===== config.mk =====
export PLATFORM = sky130hd
export DESIGN_NAME = beam_matrix_note_trigger_core
export DESIGN_NICKNAME = d
export VERILOG_FILES = /design/src/hw/rtl/bmnt_pkg.sv /design/src/hw/rtl/bmnt_front.sv /design/src/hw/rtl/bmnt_queue.sv /design/src/hw/rtl/bmnt_back.sv /design/src/hw/rtl/beam_matrix_note_trigger_core.sv
export VERILOG_INCLUDE_DIRS = /design/src /design/src/hw/rtl
export SDC_FILE = /design/constraint.sdc
export NUM_CORES = 1
export LEC_CHECK = 0
export CELL_PAD_IN_SITES_DETAIL_PLACEMENT = 0
export CELL_PAD_IN_SITES_GLOBAL_PLACEMENT = 1
export CORE_ASPECT_RATIO = 1.2
export CORE_MARGIN = 4
export CORE_UTILIZATION = 30
export DETAILED_ROUTE_END_ITERATION = 6
export DONT_BUFFER_PORTS = 1
export PLACE_DENSITY = 0.61
export SYNTH_ARGS = -nofsm -noshare
export SYNTH_HDL_FRONTEND = slang
export SYNTH_HIERARCHICAL = 1
export SYNTH_SLANG_ARGS = --single-unit

===== constraint.sdc =====
create_clock -name clk -period 6.9 [get_ports clk]
set_clock_uncertainty 0.15 [all_clocks]
set_input_delay 1.38 -clock clk [delete_from_list [all_inputs] [get_ports clk]]
set_output_delay 1.38 -clock clk [all_outputs]
set_load 0.005 [all_outputs]

===== src/hw/rtl/beam_matrix_note_trigger_core_assert.svh =====
// Assertion macros shared by the beam matrix note trigger modules.
`ifndef BEAM_MATRIX_NOTE_TRIGGER_CORE_ASSERT_SVH
`define BEAM_MATRIX_NOTE_TRIGGER_CORE_ASSERT_SVH

// Same-cycle implication, checked outside reset (uses the module's clk and rst_n).
`define BMNT_ASSERT_IMP(label, ante, cons, msg) \
    label: assert property (@(posedge clk) disable iff (!rst_n) (ante) |-> (cons)) \
        else $error(msg);

// Next-cycle implication, checked outside reset.
`define BMNT_ASSERT_NXT(label, ante, cons, msg) \
    label: assert property (@(posedge clk) disable iff (!rst_n) (ante) |=> (cons)) \
        else $error(msg);

`endif


===== src/hw/rtl/bmnt_pkg.sv =====
// Types, constants and the note table for the beam matrix note trigger.
package bmnt_pkg;

    localparam int BEAMS_PER_AXIS = 8;
    localparam int BEAM_IDX_W     = $clog2(BEAMS_PER_AXIS);
    localparam int QUEUE_DEPTH    = 2;

    localparam int CFG_IDX_W  = 2;
    localparam int CFG_DATA_W = 16;

    localparam logic [CFG_IDX_W-1:0] CFG_FLIPPED     = 2'd0;
    localparam logic [CFG_IDX_W-1:0] CFG_MAX_ACT_MS  = 2'd1;
    localparam logic [CFG_IDX_W-1:0] CFG_MIDI_CHAN   = 2'd2;

    localparam logic [15:0] MAX_ACT_MS_RESET = 16'd100;

    localparam logic [7:0] NO_NOTE   = 8'hFF;
    localparam logic [6:0] VEL_MAX   = 7'd127;
    localparam logic [6:0] VEL_MIN   = 7'd1;
    localparam logic [6:0] VEL_SLOPE = 7'd126;

    // Indexed [row][column]; row is the Y beam in normal orientation.
    localparam logic [7:0] NOTE_TABLE [BEAMS_PER_AXIS][BEAMS_PER_AXIS] = '{
        '{NO_NOTE, 8'd72, 8'd73, 8'd81, 8'd82, 8'd90, NO_NOTE, 8'd98},
        '{8'd60, 8'd61, 8'd74, 8'd75, 8'd83, NO_NOTE, 8'd91, 8'd92},
        '{8'd54, 8'd62, 8'd63, 8'd76, NO_NOTE, 8'd84, 8'd85, 8'd93},
        '{8'd55, 8'd56, 8'd64, NO_NOTE, 8'd77, 8'd78, 8'd86, 8'd87},
        '{8'd49, 8'd57, NO_NOTE, 8'd65, 8'd66, 8'd79, 8'd80, 8'd88},
        '{8'd50, NO_NOTE, 8'd58, 8'd59, 8'd67, 8'd68, 8'd81, 8'd82},
        '{NO_NOTE, 8'd51, 8'd52, 8'd60, 8'd61, 8'd69, 8'd70, 8'd83},
        '{8'd44, 8'd45, 8'd53, 8'd54, 8'd62, 8'd63, 8'd71, NO_NOTE}
    };

    typedef struct packed {
        logic [7:0]  x_beams;
        logic [7:0]  y_beams;
        logic [31:0] now_ms;
    } scan_t;

    typedef struct packed {
        logic       is_note_on;
        logic [6:0] note;
        logic [6:0] velocity;
        logic [3:0] channel;
        logic       last_event;
    } evt_t;

    typedef struct packed {
        logic                  valid;
        logic [BEAM_IDX_W-1:0] idx;
    } axis_pos_t;

    // Work handed from the front to the back.
    typedef struct packed {
        logic        off_valid;
        logic [6:0]  off_note;
        logic        on_valid;
        logic [6:0]  on_note;
        logic [31:0] delay;
    } cmd_t;

    function automatic logic [7:0] table_note(input logic flip,
                                              input logic [BEAM_IDX_W-1:0] x,
                                              input logic [BEAM_IDX_W-1:0] y);
        logic [7:0] n;
        if (flip)
        begin
            n = NOTE_TABLE[~x][~y];
        end
        else
        begin
            n = NOTE_TABLE[y][x];
        end
        return n;
    endfunction

endpackage


===== src/hw/rtl/bmnt_front.sv =====
// Scan front end: axis tracking, held pair state and command generation.
module bmnt_front (
    input  logic            clk,
    input  logic            rst_n,
    input  logic            flipped,
    input  logic            scan_valid,
    output logic            scan_stall,
    input  bmnt_pkg::scan_t scan_item,
    input  logic            q_full,
    output logic            push,
    output bmnt_pkg::cmd_t  push_data
);
    import bmnt_pkg::*;

    axis_pos_t   raw_x_reg, raw_y_reg, held_x_reg, held_y_reg;
    axis_pos_t   raw_x_next, raw_y_next, held_x_next, held_y_next;
    logic        held_active_reg, held_active_next;
    logic [6:0]  held_note_reg, held_note_next;
    logic [31:0] single_time_reg, single_time_next;

    axis_pos_t   cx, cy;
    logic        accept, raw_same, held_same, one_axis, active, fire;
    logic [7:0]  grid_note;

    function automatic axis_pos_t scan_axis(input logic [BEAMS_PER_AXIS-1:0] beams,
                                            input axis_pos_t held);
        axis_pos_t r;
        r.valid = 1'b0;
        r.idx   = '0;
        if (held.valid && beams[held.idx])
        begin
            r = held;
        end
        else if ($onehot(beams))
        begin
            r.valid = 1'b1;
            for (int i = 0; i < BEAMS_PER_AXIS; i++)
            begin
                if (beams[i])
                begin
                    r.idx = BEAM_IDX_W'(i);
                end
            end
        end
        return r;
    endfunction

    function automatic logic same_pos(input axis_pos_t a, input axis_pos_t b);
        return (a.valid == b.valid) && (!a.valid || a.idx == b.idx);
    endfunction

    assign scan_stall = q_full;
    assign accept     = scan_valid && !q_full;

    always_comb
    begin
        cx        = scan_axis(scan_item.x_beams, held_x_reg);
        cy        = scan_axis(scan_item.y_beams, held_y_reg);
        raw_same  = same_pos(cx, raw_x_reg) && same_pos(cy, raw_y_reg);
        held_same = same_pos(cx, held_x_reg) && same_pos(cy, held_y_reg);
        one_axis  = cx.valid != cy.valid;
        grid_note = table_note(flipped, cx.idx, cy.idx);
        active    = cx.valid && cy.valid && (grid_note != NO_NOTE);
        fire      = accept && !raw_same && !one_axis && !held_same;

        push                = fire && (held_active_reg || active);
        push_data.off_valid = held_active_reg;
        push_data.off_note  = held_note_reg;
        push_data.on_valid  = active;
        push_data.on_note   = grid_note[6:0];
        push_data.delay     = scan_item.now_ms - single_time_reg;

        raw_x_next       = raw_x_reg;
        raw_y_next       = raw_y_reg;
        held_x_next      = held_x_reg;
        held_y_next      = held_y_reg;
        held_active_next = held_active_reg;
        held_note_next   = held_note_reg;
        single_time_next = single_time_reg;

        if (accept && !raw_same)
        begin
            raw_x_next = cx;
            raw_y_next = cy;
            // record when only one axis is interrupted
            if (one_axis)
            begin
                single_time_next = scan_item.now_ms;
            end
        end
        if (fire)
        begin
            held_x_next      = cx;
            held_y_next      = cy;
            held_active_next = active;
            if (active)
            begin
                held_note_next = grid_note[6:0];
            end
        end
    end

    always_ff @(posedge clk or negedge rst_n)
    begin
        if (!rst_n)
        begin
            raw_x_reg       <= '0;
            raw_y_reg       <= '0;
            held_x_reg      <= '0;
            held_y_reg      <= '0;
            held_active_reg <= 1'b0;
            held_note_reg   <= '0;
            single_time_reg <= '0;
        end
        else
        begin
            raw_x_reg       <= raw_x_next;
            raw_y_reg       <= raw_y_next;
            held_x_reg      <= held_x_next;
            held_y_reg      <= held_y_next;
            held_active_reg <= held_active_next;
            held_note_reg   <= held_note_next;
            single_time_reg <= single_time_next;
        end
    end

endmodule


===== src/hw/rtl/bmnt_queue.sv =====
// Small command queue between the front end and the event back end.
`include "beam_matrix_note_trigger_core_assert.svh"

module bmnt_queue #(
    parameter int DEPTH = bmnt_pkg::QUEUE_DEPTH
) (
    input  logic           clk,
    input  logic           rst_n,
    input  logic           push,
    input  bmnt_pkg::cmd_t push_data,
    output logic           full,
    input  logic           pop,
    output bmnt_pkg::cmd_t pop_data,
    output logic           empty
);
    import bmnt_pkg::*;

    localparam int PTR_W = (DEPTH > 1) ? $clog2(DEPTH) : 1;
    localparam int CNT_W = $clog2(DEPTH + 1);

    cmd_t             mem [DEPTH];
    logic [PTR_W-1:0] wr_ptr_reg, wr_ptr_next;
    logic [PTR_W-1:0] rd_ptr_reg, rd_ptr_next;
    logic [CNT_W-1:0] count_reg, count_next;

    function automatic logic [PTR_W-1:0] ptr_inc(input logic [PTR_W-1:0] p);
        return (p == PTR_W'(DEPTH - 1)) ? '0 : p + PTR_W'(1);
    endfunction

    assign full     = count_reg == CNT_W'(DEPTH);
    assign empty    = count_reg == '0;
    assign pop_data = mem[rd_ptr_reg];

    always_comb
    begin
        wr_ptr_next = push ? ptr_inc(wr_ptr_reg) : wr_ptr_reg;
        rd_ptr_next = pop ? ptr_inc(rd_ptr_reg) : rd_ptr_reg;
        count_next  = count_reg;
        if (push && !pop)
        begin
            count_next = count_reg + CNT_W'(1);
        end
        else if (pop && !push)
        begin
            count_next = count_reg - CNT_W'(1);
        end
    end

    always_ff @(posedge clk)
    begin
        if (push)
        begin
            mem[wr_ptr_reg] <= push_data;
        end
    end

    always_ff @(posedge clk or negedge rst_n)
    begin
        if (!rst_n)
        begin
            wr_ptr_reg <= '0;
            rd_ptr_reg <= '0;
            count_reg  <= '0;
        end
        else
        begin
            wr_ptr_reg <= wr_ptr_next;
            rd_ptr_reg <= rd_ptr_next;
            count_reg  <= count_next;
        end
    end

    `BMNT_ASSERT_IMP(a_count_bound, 1'b1, count_reg <= CNT_W'(DEPTH), "queue count overrun")
    `BMNT_ASSERT_IMP(a_no_push_full, full, !push, "push into full queue")
    `BMNT_ASSERT_IMP(a_no_pop_empty, empty, !pop, "pop from empty queue")

endmodule


===== src/hw/rtl/bmnt_back.sv =====
// Event back end: velocity divide and note-off / note-on output register.
`include "beam_matrix_note_trigger_core_assert.svh"

module bmnt_back (
    input  logic           clk,
    input  logic           rst_n,
    input  logic [15:0]    max_act_ms,
    input  logic [3:0]     midi_channel,
    input  logic           q_empty,
    input  bmnt_pkg::cmd_t q_data,
    output logic           pop,
    output logic           evt_valid,
    input  logic           evt_stall,
    output bmnt_pkg::evt_t evt_item
);
    import bmnt_pkg::*;

    // delay (at most max, 16 bits) times the 7-bit slope
    localparam int DVD_W = 16 + 7;
    localparam int CNT_W = $clog2(DVD_W);

    typedef enum logic [2:0] {
        S_IDLE,
        S_MUL,
        S_DIV,
        S_OFF,
        S_ON
    } state_t;

    state_t           state_reg, state_next;
    cmd_t             cmd_reg, cmd_next;
    logic [DVD_W-1:0] dvd_reg, dvd_next;
    logic [15:0]      rem_reg, rem_next;
    logic [CNT_W-1:0] cnt_reg, cnt_next;
    logic [6:0]       vel_reg, vel_next;
    logic             out_valid_reg, out_valid_next;
    evt_t             out_item_reg, out_item_next;

    logic             can_load;
    logic [16:0]      rem_shift;
    logic             ge;
    state_t           after_vel;

    assign can_load  = !out_valid_reg || !evt_stall;
    assign after_vel = cmd_reg.off_valid ? S_OFF : S_ON;
    assign rem_shift = {rem_reg, dvd_reg[DVD_W-1]};
    assign ge        = rem_shift >= {1'b0, max_act_ms};

    always_comb
    begin
        state_next     = state_reg;
        cmd_next       = cmd_reg;
        dvd_next       = dvd_reg;
        rem_next       = rem_reg;
        cnt_next       = cnt_reg;
        vel_next       = vel_reg;
        out_valid_next = out_valid_reg;
        out_item_next  = out_item_reg;
        pop            = 1'b0;

        if (out_valid_reg && !evt_stall)
        begin
            out_valid_next = 1'b0;
        end

        case (state_reg)
            S_IDLE:
            begin
                if (!q_empty)
                begin
                    pop        = 1'b1;
                    cmd_next   = q_data;
                    state_next = q_data.on_valid ? S_MUL : S_OFF;
                end
            end
            S_MUL:
            begin
                if (max_act_ms == '0)
                begin
                    vel_next   = (cmd_reg.delay == '0) ? VEL_MAX : VEL_MIN;
                    state_next = after_vel;
                end
                else if (cmd_reg.delay > {16'd0, max_act_ms})
                begin
                    vel_next   = VEL_MIN;
                    state_next = after_vel;
                end
                else
                begin
                    dvd_next   = DVD_W'(cmd_reg.delay[15:0]) * DVD_W'(VEL_SLOPE);
                    rem_next   = '0;
                    cnt_next   = '0;
                    state_next = S_DIV;
                end
            end
            S_DIV:
            begin
                // one quotient bit per cycle, restoring
                rem_next = ge ? 16'(rem_shift - {1'b0, max_act_ms}) : rem_shift[15:0];
                dvd_next = {dvd_reg[DVD_W-2:0], ge};
                cnt_next = cnt_reg + CNT_W'(1);
                if (cnt_reg == CNT_W'(DVD_W - 1))
                begin
                    vel_next   = VEL_MAX - dvd_next[6:0];
                    state_next = after_vel;
                end
            end
            S_OFF:
            begin
                if (can_load)
                begin
                    out_valid_next           = 1'b1;
                    out_item_next.is_note_on = 1'b0;
                    out_item_next.note       = cmd_reg.off_note;
                    out_item_next.velocity   = '0;
                    out_item_next.channel    = midi_channel;
                    out_item_next.last_event = !cmd_reg.on_valid;
                    state_next               = cmd_reg.on_valid ? S_ON : S_IDLE;
                end
            end
            S_ON:
            begin
                if (can_load)
                begin
                    out_valid_next           = 1'b1;
                    out_item_next.is_note_on = 1'b1;
                    out_item_next.note       = cmd_reg.on_note;
                    out_item_next.velocity   = vel_reg;
                    out_item_next.channel    = midi_channel;
                    out_item_next.last_event = 1'b1;
                    state_next               = S_IDLE;
                end
            end
            default:
            begin
                state_next = S_IDLE;
            end
        endcase
    end

    always_ff @(posedge clk or negedge rst_n)
    begin
        if (!rst_n)
        begin
            state_reg     <= S_IDLE;
            out_valid_reg <= 1'b0;
            cmd_reg       <= '0;
            dvd_reg       <= '0;
            rem_reg       <= '0;
            cnt_reg       <= '0;
            vel_reg       <= '0;
            out_item_reg  <= '0;
        end
        else
        begin
            state_reg     <= state_next;
            out_valid_reg <= out_valid_next;
            cmd_reg       <= cmd_next;
            dvd_reg       <= dvd_next;
            rem_reg       <= rem_next;
            cnt_reg       <= cnt_next;
            vel_reg       <= vel_next;
            out_item_reg  <= out_item_next;
        end
    end

    assign evt_valid = out_valid_reg;
    assign evt_item  = out_item_reg;

    `BMNT_ASSERT_IMP(a_on_vel, out_valid_reg && out_item_reg.is_note_on,
                     out_item_reg.velocity != '0, "note-on with zero velocity")
    `BMNT_ASSERT_IMP(a_off_vel, out_valid_reg && !out_item_reg.is_note_on,
                     out_item_reg.velocity == '0, "note-off with nonzero velocity")
    `BMNT_ASSERT_IMP(a_div_nonzero, state_reg == S_DIV, max_act_ms != '0, "divide by zero")

endmodule


===== src/hw/rtl/beam_matrix_note_trigger_core.sv =====
// Beam matrix note trigger top level: configuration registers and front/queue/back.
//
// Each accepted scan is classified combinationally by the front end and, if it
// changes the held note, turned into a command in a two-entry queue. The back
// end emits the note-off and/or note-on items through an output register. A
// scan that yields only a note-off takes a pop, then an emit. One with a note-on
// takes a pop, a multiply, a restoring divide of delay*126 by max_activation_ms
// and then an emit per item; a delay beyond the maximum or a zero maximum skips
// the divide. Output stalls can hold the emits. Scans that produce no item are
// taken every cycle while the queue has room.
// Write configuration only while idle.
module beam_matrix_note_trigger_core #(
    parameter int QUEUE_DEPTH = bmnt_pkg::QUEUE_DEPTH
) (
    input  logic                             clk,
    input  logic                             rst_n,
    input  logic                             cfg_we,
    input  logic [bmnt_pkg::CFG_IDX_W-1:0]   cfg_index,
    input  logic [bmnt_pkg::CFG_DATA_W-1:0]  cfg_data,
    input  logic                             scan_valid,
    output logic                             scan_stall,
    input  bmnt_pkg::scan_t                  scan_item,
    output logic                             evt_valid,
    input  logic                             evt_stall,
    output bmnt_pkg::evt_t                   evt_item
);
    import bmnt_pkg::*;

    logic        flipped_reg;
    logic [15:0] max_act_reg;
    logic [3:0]  channel_reg;

    logic        push, pop, q_full, q_empty;
    cmd_t        push_data, pop_data;

    always_ff @(posedge clk or negedge rst_n)
    begin
        if (!rst_n)
        begin
            flipped_reg <= 1'b0;
            max_act_reg <= MAX_ACT_MS_RESET;
            channel_reg <= '0;
        end
        else if (cfg_we)
        begin
            case (cfg_index)
                CFG_FLIPPED:    flipped_reg <= cfg_data[0];
                CFG_MAX_ACT_MS: max_act_reg <= cfg_data[15:0];
                CFG_MIDI_CHAN:  channel_reg <= cfg_data[3:0];
                default:
                begin
                    // drop writes to unused indexes
                end
            endcase
        end
    end

    bmnt_front u_front (
        .clk        (clk),
        .rst_n      (rst_n),
        .flipped    (flipped_reg),
        .scan_valid (scan_valid),
        .scan_stall (scan_stall),
        .scan_item  (scan_item),
        .q_full     (q_full),
        .push       (push),
        .push_data  (push_data)
    );

    bmnt_queue #(
        .DEPTH (QUEUE_DEPTH)
    ) u_queue (
        .clk       (clk),
        .rst_n     (rst_n),
        .push      (push),
        .push_data (push_data),
        .full      (q_full),
        .pop       (pop),
        .pop_data  (pop_data),
        .empty     (q_empty)
    );

    bmnt_back u_back (
        .clk          (clk),
        .rst_n        (rst_n),
        .max_act_ms   (max_act_reg),
        .midi_channel (channel_reg),
        .q_empty      (q_empty),
        .q_data       (pop_data),
        .pop          (pop),
        .evt_valid    (evt_valid),
        .evt_stall    (evt_stall),
        .evt_item     (evt_item)
    );

endmodule


Word level (Yosys, flattened, before mapping)
Memory sizes are Yosys's and may differ from the RTL's.
Index checks and enable logic that the tools add are counted.
- bits in read-only memories: 1024
- input port bits: 71
- output and inout bits: 22
- memories kept: 3
- bits in registers: 204
- RAM bits: 96
- reduce and logical (&&, ||, !) cells: 54
- muxes and demuxes: 72
- equality and inequality tests: 27
- multipliers: 1
- $lt $le $gt $ge: 8
- bitwise logic cells: 7
- add/subtract/negate cells: 22
- memories (name ; words ; bits a word ; rd ports ; clocked after memory_dff ; write ports ; RTL line ; RTL):
    (name not given) ; 8 ; 64 ; 1 ; 0 ; 0 ; bmnt_pkg.sv:68 ; n = NOTE_TABLE[~x][~y];
    (name not given) ; 8 ; 64 ; 1 ; 0 ; 0 ; bmnt_pkg.sv:72 ; n = NOTE_TABLE[y][x];
    u_queue.mem ; 2 ; 48 ; 1 ; 0 ; 1 ; bmnt_queue.sv:21 ; cmd_t mem [DEPTH];
- operator list (kind ; count):
    $mux 64 ; 4
    $bmux 8 s3 ; 2
    $mux 16 ; 3
    $mux 3 ; 16
    $mux 23 ; 2
    $pmux 23 s2 ; 1
    $mux 20 ; 2
    $mux 8 ; 5
    $pmux 20 s2 ; 1
    $gt 32x16->1 ; 1
    $logic_not 32->1 ; 1
    $pmux 16 s2 ; 1
    $sub 32x32->32 ; 1
    $mux 7 ; 4
    $add 4x4->4 ; 6
    $mul 16x6->22 const B ; 1
    $logic_and 1x1->1 ; 18
    $ge 17x16->1 ; 1
    $add 1x1->2 ; 8
    $ge 4x4->1 const B ; 4
    $logic_not 16->1 ; 1
    $mux 4 ; 4
    $not 3->4 ; 4
    $sub 16x16->16 ; 1
    other kinds (38) ; 99

Logic depth before layout (Yosys ltp)
Gate-level depths: netlist of the first run.
- depth in word-level cells: 26
- mapped depth: 29
- depth with buffers taken out: 26

Cells and area by module
Netlist of the first run, hierarchy kept.
- modules (own cells, without submodules) (module ; instances ; area an instance (um2) ; cells each ; sequential area each (um2)):
    bmnt_back ; 1 ; 8597.0 ; 852 ; 3078.0
    bmnt_front ; 1 ; 6653.9 ; 810 ; 1401.3
    bmnt_queue ; 1 ; 3696.0 ; 165 ; 2982.9
    beam_matrix_note_trigger_core ; 1 ; 849.6 ; 46 ; 529.3

Least setup slack after synthesis of the first run
OpenSTA, ideal clock, no wires.
- path kind: input-to-reg
- start point: in scan_item[40] in the netlist's numbering
- end point: mem u_queue/mem[0][0] in the netlist's numbering (enable)
- arrival: 9229 ps
- library setup time: 459 ps
- path slack: -2938 ps
- cell stages on the path: 26
- buffers on the path: 3
- cells stage by stage: inv_1 -> fa_1 -> fa_1 -> fa_1 -> inv_1 -> ha_1 -> inv_1 -> fa_1 -> and4b_1 -> a31oi_1 -> clkbuf_1 -> a21oi_1 -> mux2_2 -> buf_2 -> buf_4 -> ha_1 -> a211oi_1 -> a211oi_1 -> nor3_1 -> a2111oi_4 -> a22o_2 -> nand4_1 -> a211oi_4 -> a21oi_4 -> a31o_1 -> nor2b_1
- RTL lines (item ; RTL line ; RTL):
    start: declaration ; beam_matrix_note_trigger_core.sv:22 ; input bmnt_pkg::scan_t scan_item,
    end: declaration ; bmnt_queue.sv:21 ;

==> results of run 1 <==
per-stage QoR:
stage	TNS [ns]	cell area [um2]	setup WS (ns)
3_3_place_gp	-46.05	21800	-0.523
6_report	0	23100	0.124
4_1_cts	0	23000	0.00754
2_1_floorplan	-78.70	20000	-0.863
5_1_grt	-2.55	23100	-0.116
3_5_place_dp	-49.22	21800	-0.559
worst max-delay path by stage:
stage                        from                          endpoint  cells past startpoint
floorplan           scan_item[40]       u_queue/mem[0][0]$_DFFE_PP_                     26
global placement    scan_item[35]  u_queue/count_reg[1]$_DFFE_PN0P_                     26
detailed placement  scan_item[40]  u_queue/count_reg[1]$_DFFE_PN0P_                     25
CTS                 scan_item[35]       u_queue/mem[1][6]$_DFFE_PP_                     24
global route        scan_item[41]  u_queue/count_reg[1]$_DFFE_PN0P_                     27
finish              scan_item[40]  u_queue/count_reg[1]$_DFFE_PN0P_                     28
per-layer routing:
metal  up-vias  track usage (%)
met5         -                0
met4         0             3.60
met3        68             2.34
met2       210             25.0
met1      6848             18.0
li1       6901                -
worst max-delay path, cell delays in order:
cell       delay (ns)
inv_8            0.01
fa_1             0.54
fa_1             0.43
fa_1             0.48
inv_1            0.04
ha_2             0.17
inv_2            0.05
fa_1             0.41
and4b_1          0.21
a31oi_1          0.13
buf_4            0.15
a21oi_2          0.04
mux2_4           0.31
ha_4             0.29
a211oi_4         0.04
buf_4            0.15
a211oi_2         0.18
nor3_2           0.08
a2111oi_4        0.30
a22o_2           0.24
nand4_1          0.15
a211oi_4         0.34
a21oi_4          0.08
a31o_1           0.23
ha_1             0.22
xor2_1           0.14
nor2_1           0.13
xor2_1           0.15
cells by family (layout without fill, tap and decap cells):
family          count (synthesis)  count (layout)  share of synthesized area [%]
flops                         300             300                           40.4
xor+xnor                       66              66                           2.92
mux                           196             196                           11.5
simple gates                  434             434                           10.7
fa+ha+maj                     187             187                           13.8
buf+inv                       256             391                           5.59
compound gates                434             434                           15.1
Yosys cell counts (6+ instances only):
library cell	number
o22ai_1	13
nand4_1	20
buf_4	11
mux2_4	26
a21o_1	22
o21ai_1	7
inv_1	180
xor2_1	25
nor2b_1	18
and2_1	11
o311ai_0	6
ha_1	134
buf_6	8
a22o_1	11
nand2b_1	14
a21oi_1	89
a21boi_0	6
o21ai_0	105
mux2i_1	39
a211oi_1	19
fa_1	53
or3_1	16
o2111ai_1	7
a22oi_1	10
o211ai_1	18
mux2_2	129
o21a_1	16
o31ai_1	8
a211o_1	6
nor3b_1	7
nand3_1	28
nand2_1	153
dfrtp_1	201
edfxtp_1	96
and3_1	9
a31oi_1	13
nor2_1	94
buf_2	24
nor3_1	21
nor4_1	13
clkbuf_1	24
o31a_1	7
xnor2_1	41
or2_2	6
cell usage in the layout (no fill, tap or decap), types with 18 or more instances in the layout:
| master | Yosys | final |
|---|---|---|
| o21ai_0 | 105 | 104 |
| a21o_1 | 22 | 22 |
| nand4_1 | 20 | 20 |
| nor3_1 | 21 | 19 |
| nand2_1 | 153 | 151 |
| edfxtp_1 | 96 | 96 |
| inv_1 | 180 | 176 |
| clkbuf_16 | 0 | 39 |
| nand3_1 | 28 | 27 |
| xor2_1 | 25 | 25 |
| dfrtp_1 | 201 | 200 |
| mux2i_1 | 39 | 39 |
| nor2_1 | 94 | 91 |
| xnor2_1 | 41 | 41 |
| ha_1 | 134 | 127 |
| fa_1 | 53 | 52 |
| o211ai_1 | 18 | 18 |
| mux2_4 | 26 | 27 |
| mux2_2 | 129 | 128 |
| a21oi_1 | 89 | 88 |
| buf_4 | 11 | 128 |
what timing repair did:
item                                    4_1_cts  5_1_grt
endpoints found under the setup margin        0       98
setup buffers                                 0        2
gates resized for setup                       0       11
cell type report:
class,instances,area [um2],area share (%)
well taps,832,1040,4.52
clock buffers,49,1030,4.48
repair buffers,140,1200,5.21
inverters,185,707,3.07
flip-flops and latches,300,7990,34.7
clock inverters,17,204,0.885
multi-input cells,1317,10900,47.2
==> results.md, run 1 <==
- Post-Syn Area: 19800 um2
- Status: finished clean
- Inserted Clock Buffers: 36
- Vias in the first global route: 14300
- Fin nets: ~2200
- Fmax: 0.148 GHz
- Max Used Layer: met4
- Drt wl/cell: 17.7 um
- Area growth, synth to finish: 16.5%
- Root Driver: clkbuf_16
- Core box area: approximately 65000 um2
- Detail Route Antenna Nets: 0
- Fill cells: roughly 6500
- Critical Path Fanout Max: 4
- WL final: ~50 mm
- Rel. slew slack: 30.5%
- Share of the yosys chip area belonging to registers: 40.4%
- RR Endpoint: u_queue/count_reg[1]$_DFFE_PN0P_
- Congestion Overflow GR: 0
- EDFF count, synth: 96
- Via/cell ratio: 4.94
- GRT Total Usage: between 10% and 20%
- Die X: approximately 240 um
- Clk sink count: 300
- Mean post-synth cell area: 10.6 um2
- Slew @ Worst Pin: 1.04 ns
- Full die area: approximately 70000 um2
- Row count: 102
- Final setup violation count: 0
- Ys flop type: dfrtp_1
- CP Capture Type: register
- Final hold violations: 0
- Tightest Hold Check Type: reg2reg
- Port Buf Inserts: 0
- Critical path type: in2reg
- Worst Path Arrival: 7.08 ns
- CTS Hold Bufs: 0
- First-pass GRT wire length: between 80 and 90 mm
- Worst hold path startpoint: u_back/dvd_reg[11]$_DFFE_PN0P_
- Pins Over Slew Limit: 0
- RSZ-0062 raised after global routing: true
- RePlAce Congestion: 0.821
- Post-route DRC violation count: 0
- Hold Path Stages: 2
- Starting Density: 30.5%
- Synth unique cells: 110
- Hold Path End: u_back/dvd_reg[11]$_DFFE_PN0P_
- DRT met1 WL: 22.5 mm
- Yosys top cell area share: 25.4%
- Met3 WL: approximately 1.8 mm
- Synth top area cells: dfrtp_1 (25%), edfxtp_1 (15%), ha_1 (8.5%)
- CTS tree: yes
- Part of the cycle the worst path needs: 98.2%
- Num ports: 93
- Cells after Synth: 1873
- CP Launch Type: primary input
- Maximum buffer depth of the clock tree: 3
- Initial drt markers: 850
- Seq cells post-synth: 300
- Largest net degree at the start of global routing: a little over 200
- H-tree levels: 2
- Fraction of layout cells with a size suffix above 1: 22.0%
- Hpwl dp: 38.1 mm
- Clock latency at the later pin of the worst-skew pair: 0.54 ns
- Critical R2R Launch: u_front/held_x_reg[0]$_DFFE_PN0P_
- Initial antenna violation count: 0
- Max-cap viol count: 0
- Asr flop ratio synth: 68.0%
- Core Util, Final: 35.5%
- Yosys top cell by area: dfrtp_1
- Syn_nets: about 2100
- Routed vias: 14000
- Fin crit period: 6.78 ns
- Pre-Repair DR Iteration Count: 5
- WL met2: roughly 25 mm
- Placed cells: 2772
- Hold slack: 0.329 ns
- Post-route insts no fill: 2840
- Max reg flops: 96
- Worst reg-to-reg setup slack: 1.99 ns
- Reg clk slew, reported paths: 0.06 ns
- Ys Warns: 6
- CP required: ~7 ns
- Ant diodes: 0
- Die H: around 290 um
- Reg2Reg Depth: 20
Power of run 1 is not shown: default switching activity piles up to over one toggle a cycle in this logic, so the estimate is an artifact.
==> run 2, diff against run 1 <==
ABC_AREA = 1   (was default)
PLACE_DENSITY = 0.64   (was 0.61)
==> results.md, run 2 <==
- CTS tree: yes
- Root Driver: clkbuf_16
- GRT Total Usage: 15.3%
- Fraction of layout cells with a size suffix above 1: 10.0%
- Routed vias: 16400
- Clk sink count: 300
- CP Launch Type: primary input
- Num ports: 93
- Share of the yosys chip area belonging to registers: 38.2%
- Initial antenna violation count: 0
- Vias in the first global route: 16900
- Worst stage delay on the critical path: between 0.5 and 0.6 ns
- Sequential Area: 7990 um2
- Full die area: 74000 um2
- Yosys top cell by area: dfrtp_1
- Largest net degree at the start of global routing: 205
- Critical path type: in2reg
- Most common cell on crit path: nand2_1
- Tightest Hold Check Type: reg2reg
- Met3 WL: 2.25 mm
- Fin crit period: between 6 and 7 ns
- Part of the cycle the worst path needs: 90.5%
- Final hold violations: 0
- Die X: about 250 um
- Max Used Layer: met4
- Slew @ Worst Pin: 1.06 ns
- Slowest CP cell: fa_1
- Commonest non-fill, non-tap cell in the layout: nand2_1
- Mean post-synth cell area: 8.11 um2
- Ys Warns: 6
- First-pass GRT wire length: between 90 and 100 mm
- Commonest cells after routing, fill and taps aside: nand2_1 (803), inv_1 (319), dfrtp_1 (200)
- Syn_nets: 2837
- Rel. slew slack: 29.6%
- Cells after Synth: roughly 2600
- Worst Path Arrival: ~6.4 ns
- Final setup violation count: 0
- Port Buf Inserts: 0
- CTS Hold Bufs: 0
- Post-route DRC violation count: 1
- WL final: approximately 57 mm
- Ant diodes: 0
- Via/cell ratio: 4.67
- RePlAce Congestion: 0.853
- Detail Route Antenna Nets: 0
- Fmax: roughly 0.16 GHz
- Pins Over Slew Limit: 0
- CP Capture Type: register
- Top-count cell post-synth: nand2_1
- Area growth, synth to finish: 11.1%
- Setup Buffers After CTS: 0
- Synth unique cells: 63
- Maximum buffer depth of the clock tree: 3
- Max-cap viol count: 0
- Row count: 105
- Reg clk slew, reported paths: 0.06 ns
- Top post-synthesis cells by count: nand2_1 (805), inv_1 (320), dfrtp_1 (201)
- H-tree levels: 2
- WL met2: 28.7 mm
- Initial drt markers: ~990
- Hpwl dp: between 40 and 50 mm
- RSZ-0062 raised after global routing: false
- Violations in the final reports: design-rule violations
- PostCTS Resize Cnt: 0
- Yosys top cell area share: 24.0%
- Inserted Clock Buffers: 37
- Core box area: 68700 um2
- Max reg flops: 96
- Pre-Repair DR Iteration Count: 7
- Seq cells post-synth: 300
- Fin nets: roughly 2800
- Ys flop type: dfrtp_1
- Synth top area cells: dfrtp_1 (24%), nand2_1 (14%), edfxtp_1 (14%)
- Setup total negative slack: 0 ns
- Congestion Overflow GR: 0
- EDFF count, synth: 96
- Post-Syn Area: 20900 um2
- Multi-input logic area: between 10000 and 15000 um2
- CP required: 7.04 ns
- Fill cells: 7169
- Clock latency at the later pin of the worst-skew pair: 0.56 ns
- Asr flop ratio synth: 68.0%
- Status: finished, violations left
- DRT met1 WL: 24.6 mm
- Die H: 297 um
- Critical Path Fanout Max: 13
- Drt wl/cell: 16.2 um
- Starting Density: 30.4%
-- run 2: area by class of cell --
cell class,count,area share (%)
flip-flops and latches,300,34.4
multi-input cells,1866,48.0
well taps,909,4.90
clock buffers,49,4.31
repair buffers,35,1.51
clock inverters,19,1.34
inverters,339,5.54
-- run 2: per-layer routing --
layer  up-vias  GRT usage (%)
li1       8320              -
met4         0           3.77
met2       243           27.7
met3        76           2.75
met1      7794           18.9
met5         -              0
-- run 2: cell families after synthesis --
kind of cell	after synthesis	share of synthesized area, %
multiplexers	48	2.76
adder cells (fa/ha/maj)	187	13.1
buffers and inverters	413	8.58
XOR/XNOR	57	2.39
AO/OA/AOI/OAI	274	7.32
AND/OR/NAND/NOR	1300	27.7
flip-flops	300	38.2
-- run 2: final timing paths --
path	start	slack, ns	end	cells after the start
max in group asynchronous	rst_n	5.86	u_queue/rd_ptr_reg$_DFFE_PN0P_	0
hold reg to reg	max_act_reg[6]$_DFFE_PN1P_	0.32	max_act_reg[6]$_DFFE_PN1P_	2
setup reg to reg	u_back/cmd_reg[5]$_DFFE_PN0P_	2.75	u_back/dvd_reg[13]$_DFFE_PN0P_	17
setup / recovery	scan_item[40]	0.65	u_queue/mem[1][36]$_DFFE_PP_	32
min in group asynchronous	rst_n	0.36	channel_reg[3]$_DFFE_PN0P_	0
hold / removal	max_act_reg[6]$_DFFE_PN1P_	0.32	max_act_reg[6]$_DFFE_PN1P_	2
-- run 2: critical path, delay by kind of cell --
kind	cells	cell delay [ns]
AND/OR/NAND/NOR	17	1.61
AO/OA/AOI/OAI	1	0.15
buffers and inverters	8	0.93
adder cells (fa/ha/maj)	6	2.30
-- run 2: per-stage QoR --
| step | worst slack (ns) | hold WS (ns) | area [um2] | util (%) | instances |
|---|---|---|---|---|---|
| floorplan | 0.00210 | 0.289 | 20900 | - | 2579 |
| global placement | 0.201 | 0.302 | 21900 | 31.9 | 3449 |
| detailed placement | 0.0868 | 0.309 | 21900 | 31.9 | 3449 |
| CTS | 0.660 | 0.317 | 23200 | 33.8 | 3517 |
| global route | 0.185 | 0.324 | 23200 | 33.8 | 3517 |
| finish | 0.654 | 0.317 | 23200 | 33.8 | 3517 |
Power of run 2 is left out for the same reason.
==> run 3, diff against run 2 <==
SYNTH_HIERARCHICAL = default   (was 1)
==> results.md, run 3 <==
- Clk sink count: 300
- Detail Route Antenna Nets: 0
- Largest net degree at the start of global routing: between 200 and 250
- Initial drt markers: 717
- Post-route DRC violation count: 0
- Commonest cells after routing, fill and taps aside: nand2_1 (585), nor2_1 (269), inv_1 (252)
- Final setup violation count: 0
- Slew @ Worst Pin: 1.10 ns
- Setup Buffers After CTS: 0
- Worst stage delay on the critical path: approximately 0.55 ns
- First-pass GRT wire length: between 80 and 90 mm
- Port Buf Inserts: 0
- Routed vias: 15000
- Num ports: 93
- Critical path type: in2reg
- Synth unique cells: 53
- RePlAce Congestion: about 0.85
- Core box area: between 60000 and 70000 um2
- Worst Path Arrival: 6.42 ns
- Congestion Overflow GR: 0
- H-tree levels: 2
- Inserted Clock Buffers: 37
- Setup total negative slack: 0 ns
- Top post-synthesis cells by count: nand2_1 (585), nor2_1 (269), inv_1 (253)
- Yosys top cell area share: 26.0%
- Die X: 240 um
- Worst hold path startpoint: channel_reg[1]$_DFFE_PN0P_
- EDFF count, synth: 96
- Drt wl/cell: around 16 um
- Starting Density: 30.5%
- Ys Warns: 0
- Final hold violations: 0
- Slowest CP cell: fa_1
- Seq cells post-synth: 300
- Part of the cycle the worst path needs: about nine tenths
- Fraction of layout cells with a size suffix above 1: under 10%
- Full die area: 68700 um2
- CTS Hold Bufs: 0
- CP required: roughly 7.2 ns
- Ant diodes: 0
- Syn_nets: 2600
- Commonest non-fill, non-tap cell in the layout: nand2_1
- Tightest Hold Check Type: reg2reg
- Synth top area cells: dfrtp_1 (26%), edfxtp_1 (15%), nand2_1 (11%)
- Pins Over Slew Limit: 0
- Pre-Repair DR Iteration Count: 5
- CP Launch Type: primary input
- Status: finished clean
- Share of the yosys chip area belonging to registers: 41.3%
- Clock latency at the later pin of the worst-skew pair: 0.57 ns
- CTS tree: yes
- Cells after Synth: 2332
- Max reg flops: 96
- Mean post-synth cell area: 8.30 um2
- Fin nets: approximately 2600
- Worst Setup SP: scan_item[46]
- Maximum buffer depth of the clock tree: 3
- Asr flop ratio synth: 68.0%
- GRT Total Usage: between 10 and 15%
- RSZ-0062 raised after global routing: false
- Max-cap viol count: 0
- Most common cell on crit path: nand2_1
- Critical Path Fanout Max: 9
- CP Capture Type: register
- Reg clk slew, reported paths: 0.06 ns
- Hpwl dp: 36.9 mm
- Top-count cell post-synth: nand2_1
- PostCTS Resize Cnt: 0
- WL final: 49.8 mm
- Rel. slew slack: 26.2%
- Post-Syn Area: 19400 um2
- Vias in the first global route: 15100
- Fill cells: ~6600
- Critical R2R Launch: u_back.cmd_reg[3]$_DFFE_PN0P_
- Die H: 286 um
- Yosys top cell by area: dfrtp_1
- Initial antenna violation count: 0
- Fmax: 0.163 GHz
- Ys flop type: dfrtp_1
- Area growth, synth to finish: 11.3%
- Row count: a little over 100
- Via/cell ratio: about 4.7
- Root Driver: clkbuf_16
- Fin crit period: roughly 6 ns
==> run 3: changes by cell type after synthesis, sizes merged, moves of 10 or more <==
| cell | delta |
|---|---|
| o31ai | +49 |
| ha | +10 |
| buf | -33 |
| mux2 | -48 |
| nand2 | -241 |
| inv | -76 |
| nor2 | +89 |
| nand3 | -28 |
| nand4 | -48 |
| clkbuf | +32 |
| a21oi | +21 |
| o21ai | +21 |
==> run 3: final cells by class <==
type                       count  area [um2]  area share, %
inverter                     262         990           4.59
tap                          824        1030           4.78
sequential                   300        7990           37.1
clock buffer                  44         982           4.56
timing repair buffer          27         240           1.11
multi-input combinational   1697       10000           46.5
clock inverter                24         289           1.34
==> run 3: kinds of logic after synthesis <==
group	synth area share (%)
AO/OA/AOI/OAI	11.4
XOR/XNOR	2.76
adder cells (fa/ha/maj)	14.8
buffers and inverters	6.99
flip-flops	41.3
AND/OR/NAND/NOR	22.8
==> run 3: per-stage QoR <==
| stage | hold slack, ns | utilization, % | instances | setup WS [ns] | area (um2) |
|---|---|---|---|---|---|
| floorplan | 0.292 | - | 2332 | 0.0442 | 19400 |
| global placement | 0.304 | 31.9 | 3110 | 0.185 | 20300 |
| detailed placement | 0.313 | 31.9 | 3110 | 0.118 | 20300 |
| CTS | 0.324 | 33.9 | 3178 | 0.719 | 21500 |
| global route | 0.341 | 33.9 | 3178 | 0.360 | 21500 |
| finish | 0.324 | 33.9 | 3178 | 0.757 | 21500 |
==> run 3: metal layers <==
| layer | up-vias | routed length, um | track usage (%) |
|---|---|---|---|
| met3 | 54 | 2580 | 3.02 |
| li1 | 7681 | - | - |
| met5 | - | 0 | 0 |
| met1 | 7037 | 22200 | 18.7 |
| met4 | 0 | 931 | 3.55 |
| met2 | 256 | 24200 | 24.7 |
==> run 3: final timing paths <==
path	endpoint	slack, ns	cells past startpoint
setup / recovery	u_queue.count_reg[1]$_DFFE_PN0P_	0.76	30
hold / removal	u_back.evt_item[2]$_DFFE_PN0P_	0.32	2
setup reg to reg	u_back.dvd_reg[17]$_DFFE_PN0P_	2.19	23
hold reg to reg	u_back.evt_item[2]$_DFFE_PN0P_	0.32	2
max in group asynchronous	u_back.cmd_reg[19]$_DFFE_PN0P_	5.76	0
min in group asynchronous	max_act_reg[12]$_DFFE_PN0P_	0.40	0
==> run 3: critical path: cells and delay by family <==
kind                     cells  cell delay [ns]
AO/OA/AOI/OAI                3             0.42
XOR/XNOR                     1             0.15
adder cells (fa/ha/maj)      7             2.60
buffers and inverters        3             0.17
AND/OR/NAND/NOR             16             1.69
Power of run 3 is left out for the same reason.
